<file path="src/sv/nsmc_ram.sv">
// Generic synchronous RAM: one write port, two read ports, registered read data.
`timescale 1ns / 1ps

module nsmc_ram #(
    parameter int WIDTH = 16,
    parameter int DEPTH = 128
) (
    input  logic                     clk,
    input  logic                     we,
    input  logic [$clog2(DEPTH)-1:0] waddr,
    input  logic [WIDTH-1:0]         wdata,
    input  logic [$clog2(DEPTH)-1:0] raddr_a,
    input  logic [$clog2(DEPTH)-1:0] raddr_b,
    output logic [WIDTH-1:0]         rdata_a,
    output logic [WIDTH-1:0]         rdata_b
);

    logic [WIDTH-1:0] mem [DEPTH];

    // Write one entry, read two
    always_ff @(posedge clk)
    begin
        if (we)
        begin
            mem[waddr] <= wdata;
        end
        rdata_a <= mem[raddr_a];
        rdata_b <= mem[raddr_b];
    end

endmodule
</file>
<file path="config.mk">
export PLATFORM = sky130hd
export DESIGN_NAME = nsmc_ram
export DESIGN_NICKNAME = d
export VERILOG_FILES = /design/src/sv/nsmc_ram.sv
export SDC_FILE = /design/constraint.sdc
export NUM_CORES = 2
export LEC_CHECK = 0
export BUFFER_PORTS_ARGS = -buffer_cell sky130_fd_sc_hd__buf_2
export CAP_MARGIN = 20
export CORE_AREA = 2 2 345 432
export DETAILED_ROUTE_END_ITERATION = 6
export DIE_AREA = 0 0 347 434
export HOLD_SLACK_MARGIN = 0.05
export PLACE_DENSITY = 0.8
export RECOVER_POWER = 50
export SKIP_LAST_GASP = 1
export SYNTH_ARGS = -nofsm -noshare
export SYNTH_HDL_FRONTEND = slang
export SYNTH_SLANG_ARGS = --single-unit
</file>
<file path="constraint.sdc">
create_clock -name clk -period 7.8 [get_ports clk]
set_input_delay 1.17 -clock clk [delete_from_list [all_inputs] [get_ports clk]]
set_output_delay 1.17 -clock clk [all_outputs]
set_load 0.01 [all_outputs]
</file>
==> impl_metrics.ini <==
[outcome]
status = finished with violations
violations = max-capacitance violations, max-slew violations

[die]
die_h_um = 434
start_util = 0.648
row_count = 157
ios = 71
core_area_mm2 = 0.146
die-area_mm2 = 0.151
die_w_um = 347

[logic_synthesis]
yosysWarningCount = 0
yosys.area_share.xor_xnor = 0
ys.flop_type = edfxtp_1
synth_area_leaders = edfxtp_1, mux4_2, dfxtp_1
synth.largest_area_cell = edfxtp_1
synth_top_area_frac = 0.649
yosys.cell_count.top_type = edfxtp_1
synth_edf_count = 2048
netlist_instances = 3941
synthAdderAreaFrac = 0
synth.cell_area_mm2 = 0.0948
ys_types = 16
synth-seq-cells = 2080
synth.net_count = 3980
synthSimpleGateAreaFrac = 0.00735
synth_compound_area_frac = 0
synth_common_cells = edfxtp_1, mux4_2, clkbuf_1
synth_area_per_cell_um2 = 24.1
synth_top_family_by_area = multiplexers
async_flop_share = 0
synth_seq_area_share = 0.656
synth.area.mux_share = 0.323

[timing]
fin_skew_ns = 0.0308
max_slew.worst_pin.slew_ns = 4.32
maxSlewViolCount = 2054
finalCritPeriodShare = 0.726
fmax_mhz = 177
fin_tns_setup_ns = 0
max-slew-margin-rel = -1.88
rsz0062_at_grt = no
setup_viol_count_final = 0
final_hold_viol_count = 0
layout_min_cycle_time_ns = 5.66

[setup_path]
cp_top_family = buffers and inverters
critical-path-max-stage-delay_ns = 2.54
arrival_ns = 5.80
path_cells = clkbuf_1, clkbuf_1
slowest_stage = clkbuf_1
cp.required_ns = 7.94
crit_path_start_kind = primary input
critPathKind = in -> reg
path_buf_inv = 2
end_kind = flop
cp_max_fo = 68
cpMostUsedCell = clkbuf_1

[power_and_ir_drop]
max-vdd-ir-drop_uv = 292
p_per_area_mw_per_mm2 = 230
p_total_mw = 24.1
leakage_nw = 31.8

[cells_and_area]
final_util = 0.715
fin_nets = 4096
area_growth_pct = 10.4
fin_cells = 6148
drive_gt1_frac = 0.468
fillers = 7944

[placement]
dp.cells = 5767
post-dp-hpwl_um = 162000
io_buffers = 70
gp_congestion = 0.865

[cts]
cts_made_buffers = 193
cts_tree = yes
cts_resized = 0
htree_levels = 4
path_clk_slew_ns = 0.06
cts_root_buffer = clkbuf_16
clock_path_buffers = 3
post-cts-setup-buffers = 0
clock-sinks = 2080
hold_buffers = 0
clk_latency_ns = 0.84

[global_route]
grt_overflow_total = 0
grt_pass1_wl_um = 399000
grt-busiest-layer = met2
grt_use_met1 = 0.487
gr-usage-all-layers = 0.389
grt_use_met2 = 0.598
antenna_found_initial = 43
grt_pass1_vias = 52100
grt_max_degree = 121
grt_util_met3 = 0.112

[routing]
viasPerCell = 8.20
wl_um = 285000
wire_per_inst_um = 46.3
drc_errors = 0
dr.pass1.iters = 6
postRouteAntennaNets = 0
drtIter0Drc = 8245
vias = 50400

[flow_run]
cap_violations = 32

[min_path]
hold_path.class = in -> reg
-- state kept, by name, summed over array words and instances, names as in the netlist --
name and count:
mem 2048, rdata_b 16, rdata_a 16
-- cell type report --
class | instances | area [um2] | area share
well taps | 1908 | 2390 | 0.0228
multi-input cells | 1546 | 31800 | 0.304
clock buffers | 270 | 5350 | 0.0512
flip-flops and latches | 2080 | 62100 | 0.594
repair buffers | 236 | 1890 | 0.0181
clock inverters | 90 | 991 | 0.00947
diodes | 18 | 45.0 | 0.000430
-- power breakdown --
group	internal [mW]	switching [mW]	total [mW]	leakage, nW
Clock	5.43	4.18	9.61	3.12
Sequential	12.4	0.0936	12.5	18.7
Combinational	0.862	1.18	2.04	9.97
-- per-layer routing --
layer	vias up	part of all wire
met1	26500	0.30
met4	46	0.087
met5	-	0.0010
li1	18200	-
met2	4620	0.47
met3	1032	0.14
-- logic make-up after synthesis --
group,count (synthesis)
flops,2080
mux,1376
buf+inv,315
simple gates,170
-- through the flow --
| step | instance area [um2] | hold slack, ns | setup slack [ns] |
|---|---|---|---|
| finish | 105000 | 0.725 | 2.14 |
| floorplan | 94800 | 1.09 | 4.14 |
| global route | 105000 | 0.742 | 1.79 |
| CTS | 105000 | 0.540 | 3.79 |
| global placement | 98400 | 1.13 | 2.90 |
| detailed placement | 98400 | 1.15 | 2.92 |
-- layout by cell type (no fill, tap or decap), drive strengths merged --
cell and instances:
clkinvlp 2, mux4 1344, nand4 3, dfxtp 32, clkinv 59, inv 10
or3 1, nor2 122, nor3 9, clkbuf 309, nor2b 7, bufinv 19
nand2 14, diode 18, nand2b 2, edfxtp 2048, mux2 32, buf 197
nand3 12
-- worst paths after layout --
path	startpoint	to	cells past startpoint	slack [ns]
setup / recovery	wdata[11]	mem[39][11]	2	2.14
hold / removal	wdata[6]	mem[63][6]	1	0.72
setup reg to reg	mem[64][14]	rdata_b[14]	4	5.16
hold reg to reg	mem[16][8]	rdata_a[8]	4	1.18
Power figures use the tool's default switching activity.
